`src/ttsd_pkg.sv`:
```
// Shared types, constants and helpers for the trigram tokeniser unit.
package ttsd_pkg;

    localparam int MAX_LEN_DEF = 32;
    localparam int BASE_DEF    = 28;

    localparam int CHR_W   = 8;
    localparam int SYM_W   = 5;
    localparam int CODE_W  = 15;
    localparam int UCNT_W  = 6;

    localparam logic [CHR_W-1:0] CHR_LOWER_A = 8'h61;
    localparam logic [CHR_W-1:0] CHR_LOWER_Z = 8'h7a;
    localparam logic [SYM_W-1:0] SYM_PAD     = '0;

    typedef struct packed {
        logic [CHR_W-1:0] chr;
        logic             chr_valid;
        logic             end_of_string;
    } in_item_t;

    typedef struct packed {
        logic [CODE_W-1:0] trigram_code;
        logic [UCNT_W-1:0] unique_count;
        logic              truncated;
        logic              last_of_run;
    } out_item_t;

    // Commands from the controller to the datapath.
    typedef struct packed {
        logic take_char;  // a character transaction was accepted
        logic close;      // insert the closing window (trailing pad)
        logic load_out;   // move the lowest code into the output register
        logic clear;      // return all string state to reset values
    } ttsd_cmd_t;

    // Status from the datapath to the controller.
    typedef struct packed {
        logic emit_last;  // the code about to be emitted is the final one
    } ttsd_status_t;

    // Letters a to z map to 1 to 26; every other byte maps to the pad symbol.
    function automatic logic [SYM_W-1:0] symbol_of(input logic [CHR_W-1:0] c);
        logic [CHR_W-1:0] diff;
        diff = c - CHR_LOWER_A + 8'd1;
        if (c >= CHR_LOWER_A && c <= CHR_LOWER_Z)
            return diff[SYM_W-1:0];
        return SYM_PAD;
    endfunction

endpackage

```
`src/trigram_tokeniser_sort_dedupe_unit.sv`:
```
// Top level of the trigram tokeniser with sorted, duplicate-free code store.
//
//  Channel | Handshake            | Payload
//  --------+----------------------+-------------------------------------------
//  input   | in_valid / in_ready  | in_item: chr, chr_valid, end_of_string
//  output  | out_valid / out_ready| out_item: trigram_code, unique_count,
//          |                      |           truncated, last_of_run
//
// A character transaction has its window coded and inserted into the
// register-chain sorter in the cycle it is accepted, up to MAX_LEN characters.
// An end-of-string transaction is followed by the closing window (ST_CLOSE),
// then by the burst of unique codes, one code per cycle while the output side
// does not stall; input is refused from the end mark to the last code.
// Reset clears all control state; the code chain itself needs no clearing.
// An output stall holds the output register and pauses the burst.
module trigram_tokeniser_sort_dedupe_unit #(
    parameter int MAX_LEN = ttsd_pkg::MAX_LEN_DEF,
    parameter int BASE    = ttsd_pkg::BASE_DEF
) (
    input  logic                clk,
    input  logic                rst_n,
    input  logic                in_valid,
    output logic                in_ready,
    input  ttsd_pkg::in_item_t  in_item,
    output logic                out_valid,
    input  logic                out_ready,
    output ttsd_pkg::out_item_t out_item
);
    import ttsd_pkg::*;

    ttsd_cmd_t    cmd;
    ttsd_status_t status;

    ttsd_ctrl u_ctrl (
        .clk          (clk),
        .rst_n        (rst_n),
        .in_valid     (in_valid),
        .in_ready     (in_ready),
        .in_chr_valid (in_item.chr_valid),
        .in_end       (in_item.end_of_string),
        .out_valid    (out_valid),
        .out_ready    (out_ready),
        .cmd          (cmd),
        .status       (status)
    );

    ttsd_datapath #(
        .MAX_LEN (MAX_LEN),
        .BASE    (BASE)
    ) u_datapath (
        .clk      (clk),
        .rst_n    (rst_n),
        .in_item  (in_item),
        .cmd      (cmd),
        .status   (status),
        .out_item (out_item)
    );

endmodule

```
`src/ttsd_ctrl.sv`:
```
// Controller state machine: sequences input, closing window and result burst.
module ttsd_ctrl (
    input  logic                  clk,
    input  logic                  rst_n,
    input  logic                  in_valid,
    output logic                  in_ready,
    input  logic                  in_chr_valid,
    input  logic                  in_end,
    output logic                  out_valid,
    input  logic                  out_ready,
    output ttsd_pkg::ttsd_cmd_t    cmd,
    input  ttsd_pkg::ttsd_status_t status
);
    import ttsd_pkg::*;

    localparam logic [1:0] ST_IDLE  = 2'd0;
    localparam logic [1:0] ST_CLOSE = 2'd1;
    localparam logic [1:0] ST_EMIT  = 2'd2;

    logic [1:0] state_reg, state_next;
    logic       out_valid_reg, out_valid_next;
    logic       in_fire;

    assign in_ready  = (state_reg == ST_IDLE);
    assign in_fire   = in_valid && in_ready;
    assign out_valid = out_valid_reg;

    always_comb
    begin
        state_next     = state_reg;
        out_valid_next = out_valid_reg;
        cmd            = '0;
        if (out_valid_reg && out_ready)
            out_valid_next = 1'b0;
        unique case (state_reg)
            ST_IDLE:
            begin
                cmd.take_char = in_fire && in_chr_valid;
                if (in_fire && in_end)
                    state_next = ST_CLOSE;
            end
            ST_CLOSE:
            begin
                cmd.close  = 1'b1;
                state_next = ST_EMIT;
            end
            ST_EMIT:
            begin
                // The output register is free, or is being emptied this cycle.
                if (!out_valid_reg || out_ready)
                begin
                    cmd.load_out   = 1'b1;
                    out_valid_next = 1'b1;
                    if (status.emit_last)
                    begin
                        cmd.clear  = 1'b1;
                        state_next = ST_IDLE;
                    end
                end
            end
            default:
            begin
                state_next = ST_IDLE;
            end
        endcase
    end

    always_ff @(posedge clk or negedge rst_n)
    begin
        if (!rst_n)
        begin
            state_reg     <= ST_IDLE;
            out_valid_reg <= 1'b0;
        end
        else
        begin
            state_reg     <= state_next;
            out_valid_reg <= out_valid_next;
        end
    end

endmodule

```
`src/ttsd_datapath.sv`:
```
// Datapath: window coder, sorted register-chain store and output register.
module ttsd_datapath #(
    parameter int MAX_LEN = ttsd_pkg::MAX_LEN_DEF,
    parameter int BASE    = ttsd_pkg::BASE_DEF
) (
    input  logic                   clk,
    input  logic                   rst_n,
    input  ttsd_pkg::in_item_t      in_item,
    input  ttsd_pkg::ttsd_cmd_t     cmd,
    output ttsd_pkg::ttsd_status_t  status,
    output ttsd_pkg::out_item_t     out_item
);
    import ttsd_pkg::*;

    localparam int DEPTH   = MAX_LEN + 1;
    localparam int CNT_W   = $clog2(DEPTH + 1);
    localparam int CHCNT_W = $clog2(MAX_LEN + 1);
    localparam logic [CODE_W-1:0] MUL1 = CODE_W'(BASE);
    localparam logic [CODE_W-1:0] MUL2 = CODE_W'(BASE * BASE);

    logic [CODE_W-1:0]  cell_reg [DEPTH];
    logic [CODE_W-1:0]  cell_next[DEPTH];
    logic [CNT_W-1:0]   count_reg, count_next;
    logic [CNT_W-1:0]   idx_reg, idx_next;
    logic [CHCNT_W-1:0] char_cnt_reg, char_cnt_next;
    logic               ovf_reg, ovf_next;
    logic [SYM_W-1:0]   older_reg, older_next;
    logic [SYM_W-1:0]   newer_reg, newer_next;
    out_item_t          out_reg, out_next;

    logic               chars_full;
    logic               do_insert;
    logic [SYM_W-1:0]   new_sym;
    logic [CODE_W-1:0]  code;
    logic [DEPTH-1:0]   lt_vec;
    logic [DEPTH-1:0]   eq_vec;
    logic               dup;

    assign chars_full = (char_cnt_reg == CHCNT_W'(MAX_LEN));
    assign do_insert  = cmd.close || (cmd.take_char && !chars_full);
    assign new_sym    = cmd.close ? SYM_PAD : symbol_of(in_item.chr);
    assign code       = CODE_W'(older_reg) + CODE_W'(newer_reg) * MUL1
                        + CODE_W'(new_sym) * MUL2;

    // Each occupied cell compares itself with the new code. As the chain is
    // sorted, the less-than flags form a thermometer ending at the insert slot.
    always_comb
    begin
        for (int k = 0; k < DEPTH; k++)
        begin
            lt_vec[k] = (CNT_W'(k) < count_reg) && (cell_reg[k] < code);
            eq_vec[k] = (CNT_W'(k) < count_reg) && (cell_reg[k] == code);
        end
    end
    assign dup = |eq_vec;

    assign status.emit_last = (idx_reg == count_reg - CNT_W'(1));

    always_comb
    begin
        for (int k = 0; k < DEPTH; k++)
            cell_next[k] = cell_reg[k];
        count_next    = count_reg;
        idx_next      = idx_reg;
        char_cnt_next = char_cnt_reg;
        ovf_next      = ovf_reg;
        older_next    = older_reg;
        newer_next    = newer_reg;
        out_next      = out_reg;

        if (cmd.take_char)
        begin
            if (chars_full)
                ovf_next = 1'b1;
            else
                char_cnt_next = char_cnt_reg + CHCNT_W'(1);
        end

        if (do_insert)
        begin
            older_next = newer_reg;
            newer_next = new_sym;
            if (!dup)
            begin
                count_next = count_reg + CNT_W'(1);
                for (int k = 0; k < DEPTH; k++)
                begin
                    if (!lt_vec[k])
                    begin
                        if (k == 0)
                            cell_next[k] = code;
                        else if (lt_vec[k-1])
                            cell_next[k] = code;
                        else
                            cell_next[k] = cell_reg[k-1];
                    end
                end
            end
        end

        if (cmd.load_out)
        begin
            out_next.trigram_code = cell_reg[0];
            out_next.unique_count = UCNT_W'(count_reg);
            out_next.truncated    = ovf_reg;
            out_next.last_of_run  = status.emit_last;
            idx_next              = idx_reg + CNT_W'(1);
            for (int k = 0; k < DEPTH - 1; k++)
                cell_next[k] = cell_reg[k+1];
        end

        if (cmd.clear)
        begin
            count_next    = '0;
            idx_next      = '0;
            char_cnt_next = '0;
            ovf_next      = 1'b0;
            older_next    = SYM_PAD;
            newer_next    = SYM_PAD;
        end
    end

    always_ff @(posedge clk or negedge rst_n)
    begin
        if (!rst_n)
        begin
            count_reg    <= '0;
            idx_reg      <= '0;
            char_cnt_reg <= '0;
            ovf_reg      <= 1'b0;
            older_reg    <= SYM_PAD;
            newer_reg    <= SYM_PAD;
        end
        else
        begin
            count_reg    <= count_next;
            idx_reg      <= idx_next;
            char_cnt_reg <= char_cnt_next;
            ovf_reg      <= ovf_next;
            older_reg    <= older_next;
            newer_reg    <= newer_next;
        end
    end

    always_ff @(posedge clk)
    begin
        for (int k = 0; k < DEPTH; k++)
            cell_reg[k] <= cell_next[k];
        out_reg <= out_next;
    end

    assign out_item = out_reg;

endmodule
```
`config.mk`:
```
export PLATFORM = sky130hd
export DESIGN_NAME = trigram_tokeniser_sort_dedupe_unit
export DESIGN_NICKNAME = d
export VERILOG_FILES = /design/src/ttsd_pkg.sv /design/src/trigram_tokeniser_sort_dedupe_unit.sv /design/src/ttsd_ctrl.sv /design/src/ttsd_datapath.sv
export SDC_FILE = /design/constraint.sdc
export NUM_CORES = 2
export LEC_CHECK = 0
export ABC_AREA = 1
export BUFFER_PORTS_ARGS = -buffer_cell sky130_fd_sc_hd__clkbuf_2
export CAP_MARGIN = 15
export CORE_AREA = 2 2 306 308
export CTS_BUF_LIST = sky130_fd_sc_hd__clkbuf_8
export DETAILED_ROUTE_END_ITERATION = 10
export DIE_AREA = 0 0 308 310
export PLACE_DENSITY = 0.66
export REMOVE_ABC_BUFFERS = 1
export SYNTH_ARGS = -nofsm -noshare
export SYNTH_HDL_FRONTEND = slang
export SYNTH_SLANG_ARGS = --single-unit
```
`constraint.sdc`:
```
create_clock -name clk -period 9.2 [get_ports clk]
set_input_delay 2.76 -clock clk [delete_from_list [all_inputs] [get_ports clk]]
set_output_delay 2.76 -clock clk [all_outputs]
set_load 0.01 [all_outputs]
```
# Word level (Yosys, flattened, before mapping)
# Memories as Yosys holds them, arrays and structs flattened.
# Index checks and enable logic that the tools add are counted.
# Widths: inputs -> output; s select.
[totals] n_memories=1 register_bits=55 inputBits=14 ram_bits=495
[op_classes] n_mux=99 order_cmp=68 eq_ne=42 multipliers=2 add_sub_neg=8 n_reduce_logical=86
[mem_list] name="u_datapath.cell_reg" depth=33 word_bits=15 rd=33 rd_clocked_by_memory_dff=0 wr=33 line_no="ttsd_datapath.sv:21" source="logic [CODE_W-1:0] cell_reg [DEPTH];"
[ops] cell="$mux 495" n=2
[ops] cell="$mux 15" n=65
[ops] cell="$eq 15x15->1" n=33
[ops] cell="$lt 15x15->1" n=33
[ops] cell="$mux 480" n=1
[ops] cell="$lt 5x6->1 const A" n=16
[ops] cell="$logic_and 1x1->1" n=72
[ops] cell="$lt 4x6->1 const A" n=8
[ops] cell="$mux 6" n=8
[ops] cell="$mux 5" n=7
[ops] cell="$reduce_or 33->1" n=1
[ops] cell="$lt 3x6->1 const A" n=4
[ops] cell="$add 6x1->6 const B" n=3
[ops] cell="$add 15x15->15" n=1
[ops] cell="$lt 1x6->1 const A" n=2
[ops] cell="$lt 2x6->1 const A" n=2
[ops] cell="$add 5x10->11" n=1
[ops] cell="$mul 5x6->11 const B" n=1
[ops] cell="$mux 1" n=10
[ops] cell="$mux 2" n=5
[ops] cell="$ge 8x7->1 const B" n=1
[ops] cell="$le 8x7->1 const B" n=1
[ops] cell="$mul 5x3->8 const B" n=1
[ops] cell="$ne 2x2->1 const B" n=4
[ops] cell="16 further kinds" n=23

# Depth between registers and ports, before layout
[logic_depth] word_depth=14 mapped_depth=36

# By module
# A second synthesis with hierarchy kept.
[hier_totals] cells_unflattened=5326 hier_area_um2=42239.3
[by_module_without_submodules] mod="ttsd_datapath" n_inst=1 area_per_inst_um2=42080.4 cells_each=5304
[by_module_without_submodules] mod="ttsd_ctrl" n_inst=1 area_per_inst_um2=158.9 cells_each=22

# Least setup slack after synthesis
# OpenSTA, ideal clock, no wires.
[synth_timing] path_type="input -> register" from="input port in_item[9] (netlist bit)" to="memory u_datapath.cell_reg[0][0], enable pin" n_path_buf=3 setup_ps=408 required_ps=8792 cell_stages=29 slack_ps=-776 arrival_time_ps=9568 path_cell_list="nand3b_1 -> a31oi_1 -> inv_1 -> nor3_1 -> ha_1 -> ha_1 -> inv_1 -> fa_1 -> inv_1 -> ha_1 -> inv_1 -> o311ai_0 -> nand2_1 -> nor2_1 -> xor2_1 -> clkbuf_1 -> ha_1 -> nand4_1 -> nor2_1 -> and3_1 -> nand3_1 -> nand2_1 -> nor2_1 -> nand2_1 -> nor2_1 -> nand3_1 -> buf_2 -> clkbuf_1 -> o21ai_0"
[synth_rtl] item="start, declared" line_no="trigram_tokeniser_sort_dedupe_unit.sv:24" source="input ttsd_pkg::in_item_t in_item,"
[synth_rtl] item="end, declared" line_no="ttsd_datapath.sv:21"

==> impl_metrics.json <==
{
  "worst_slew_pin_slew_ns": 1.124,
  "yosysSeqAreaShare": 0.3978,
  "yosys-top-cells-count": "1,643 x nand2_1, 525 x inv_1, 518 x edfxtp_1",
  "critPathLaunchType": "input port",
  "dr.pass1.iters": 6,
  "dieArea_sq_um": 95480,
  "synth-compound-area-share": 0.1280,
  "die_y_um": 310,
  "path_clk_slew_ns": 0.06,
  "ys_ff_latch": 550,
  "ctsHoldBuffers": 0,
  "reg2reg_to": "u_datapath.cell_reg[0][105]",
  "worstPathMaxFanout": 54,
  "ys_warn_count": 0,
  "cts_setup_buffers": 0,
  "grt_pass1_wl_um": 209200,
  "gp_congestion": 0.9577,
  "grt_overflow": 0,
  "drv_slew": 0,
  "layout_setup_ws_ns": 0.5785,
  "maxCapViolations": 0,
  "largest_reg_flops": 495,
  "synth_top_family_by_area": "simple AND/OR/NAND/NOR gates",
  "ioPinCount": 39,
  "wire_per_inst_um": 21.37,
  "hold_path.class": "flip-flop to flip-flop",
  "coreArea_sq_um": 92490,
  "cts_root_buf": "clkbuf_8",
  "crit_cells": 31,
  "vias": 37750,
  "hpwl_um": 97940,
  "path_delay_family": "buffers and inverters",
  "synth.top_cell.area_share": 0.3783,
  "slowest_stage": "buf_4",
  "port-buffer-count": 38,
  "synth_fa_ha_area_frac": 0.1560,
  "finClkSkew_ns": 0.05625,
  "rsz0062_at_grt": "no",
  "grt_max_degree": 134,
  "yosys.area_share.simple": 0.2367,
  "worstSetupPathType": "input port to flip-flop",
  "numCtsBuffers": 101,
  "drtIter0Drc": 4776,
  "drc": 0,
  "synth-xor-area-share": 0.006177,
  "power_density_nw_per_um2": 392.3,
  "cts_sinks": 550,
  "dpl_worst_slack_ns": -0.1756,
  "nets": 5703,
  "yosysTopAreaCell": "edfxtp_1",
  "synthDistinctLibCells": 48,
  "r2r-start": "u_datapath.newer_reg[1]",
  "synth_area_leaders": "edfxtp_1 38%, ha_1 15%, nand2_1 15%",
  "synthFlopType": "edfxtp_1",
  "area_growth_pct": 9.250,
  "cp.required_ns": 9.63,
  "p_leak_nw": 21.12,
  "grt_use_total": 0.2835,
  "grt_pass1_vias": 35877,
  "fin_cells": 6460,
  "cts_buffer_depth": 3,
  "critical-path-max-stage-delay_ns": 0.55,
  "synth_area_per_cell_sq_um": 7.979,
  "dp.cells": 6274,
  "cts_resized": 0,
  "ant_nets": 0,
  "yosysMostFrequentCell": "nand2_1",
  "finalSetupViolations": 0,
  "fin_crit_ns": 8.622,
  "synth.area.mux_share": 0,
  "hold_viol": 0,
  "cp.arrival_ns": 9.05,
  "drive_above_1_share": 0.06786,
  "reg2regPathDepth": 27,
  "r2r_slack_ns": 1.73,
  "clock.fmax_mhz": 116.0,
  "tns_ns": 0,
  "crit_path_end_kind": "flip-flop",
  "path_buf_inv": 11,
  "status": "complete, no violations",
  "antenna_found_initial": 3,
  "cp-endpoint": "u_datapath.cell_reg[0][105]",
  "die-width_um": 308,
  "fillers": 8895,
  "cts_tree": "yes",
  "via_per_inst": 5.844,
  "start_util": 0.4446,
  "fin_util": 0.4857,
  "relSlewSlack": 0.2497,
  "period_share": 0.9371,
  "htree_levels": 3,
  "finalWirelength_um": 138000,
  "rows": 112,
  "synth_edf_count": 518,
  "worstSetupStartpoint": "in_item[4]",
  "synth_area_sq_um": 41120,
  "synthArstFlopShare": 0.05818,
  "synth_cells": 5153,
  "vdd_ir_drop_max_uv": 186.9,
  "crit_top_cell": "inv_1",
  "clock_latency_ns": 0.75
}
## through the flow
step	power [mW]	area, sq um	hold slack [ns]
after floorplan	11.90	40000	0.4197
after global placement	14.98	43160	0.4356
after detailed placement	15.22	43160	0.4433
after CTS	17.41	44910	0.4613
after global routing	19.01	44920	0.4694
final	17.62	44920	0.4568
## report_power, final
part | leakage (nW) | internal [mW] | total [mW] | switching [mW]
registers | 5.57 | 4.64 | 5.64 | 1.00
clock network | 1.08 | 1.02 | 2.14 | 1.12
logic | 14.5 | 3.41 | 9.84 | 6.43
## area by class of cell
cell class	instances	area, sq um	share of cell area
tap	1197	1498	0.03334
sequential	550	16360	0.3641
antenna	2	5.005	0.0001114
clock inverter	82	357.8	0.007966
clock buffer	101	1390	0.03094
inverter	528	1989	0.04429
multi-input combinational	3825	21810	0.4854
timing repair buffer	175	1519	0.03381
## routing by layer
layer	vias to the layer above	global-route usage	wire length, um
met5	-	0	58
met3	319	0.04121	13170
met1	17736	0.3885	57820
li1	17791	-	-
met4	8	0.1102	5487
met2	1896	0.4529	61510
## worst min path at each step
stage | start | to | slack [ns] | cells past startpoint
floorplan | u_datapath.ovf_reg | u_datapath.out_item[1] | 0.42 | 0
global placement | u_datapath.ovf_reg | u_datapath.out_item[1] | 0.44 | 0
detailed placement | u_datapath.ovf_reg | u_datapath.out_item[1] | 0.44 | 0
CTS | u_datapath.ovf_reg | u_datapath.out_item[1] | 0.46 | 0
global route | u_datapath.ovf_reg | u_datapath.out_item[1] | 0.47 | 0
finish | u_datapath.ovf_reg | u_datapath.out_item[1] | 0.46 | 0
## cell usage in the layout (no fill, tap or decap), types with 14 or more instances in the layout
| cell | Yosys | layout |
|---|---|---|
| nand2_1 | 1643 | 1643 |
| inv_1 | 525 | 566 |
| edfxtp_1 | 518 | 518 |
| ha_1 | 500 | 500 |
| o21ai_0 | 442 | 423 |
| nand3_1 | 320 | 319 |
| o22ai_1 | 230 | 230 |
| a21oi_1 | 217 | 216 |
| nor2_1 | 142 | 141 |
| buf_4 | 10 | 113 |
| clkbuf_8 | 0 | 101 |
| nand4_1 | 83 | 83 |
| clkbuf_2 | 0 | 38 |
| or2_2 | 35 | 35 |
| nand3b_1 | 32 | 32 |
| a211oi_1 | 32 | 32 |
| dfrtp_1 | 32 | 31 |
| nor3_1 | 28 | 28 |
| buf_12 | 0 | 24 |
| clkinv_1 | 3 | 21 |
| o21ai_1 | 2 | 21 |
| nor4_1 | 18 | 18 |
| xor2_1 | 21 | 14 |
## cells by family after synthesis
| group | Yosys count |
|---|---|
| adders and majority gates | 508 |
| buffers and inverters | 778 |
| and+or+nand+nor | 2329 |
| AOI/OAI and AO/OA | 959 |
| xor gates and xnor gates | 29 |
| DFF | 550 |
Note: power is estimated with default switching activity, not from simulation.
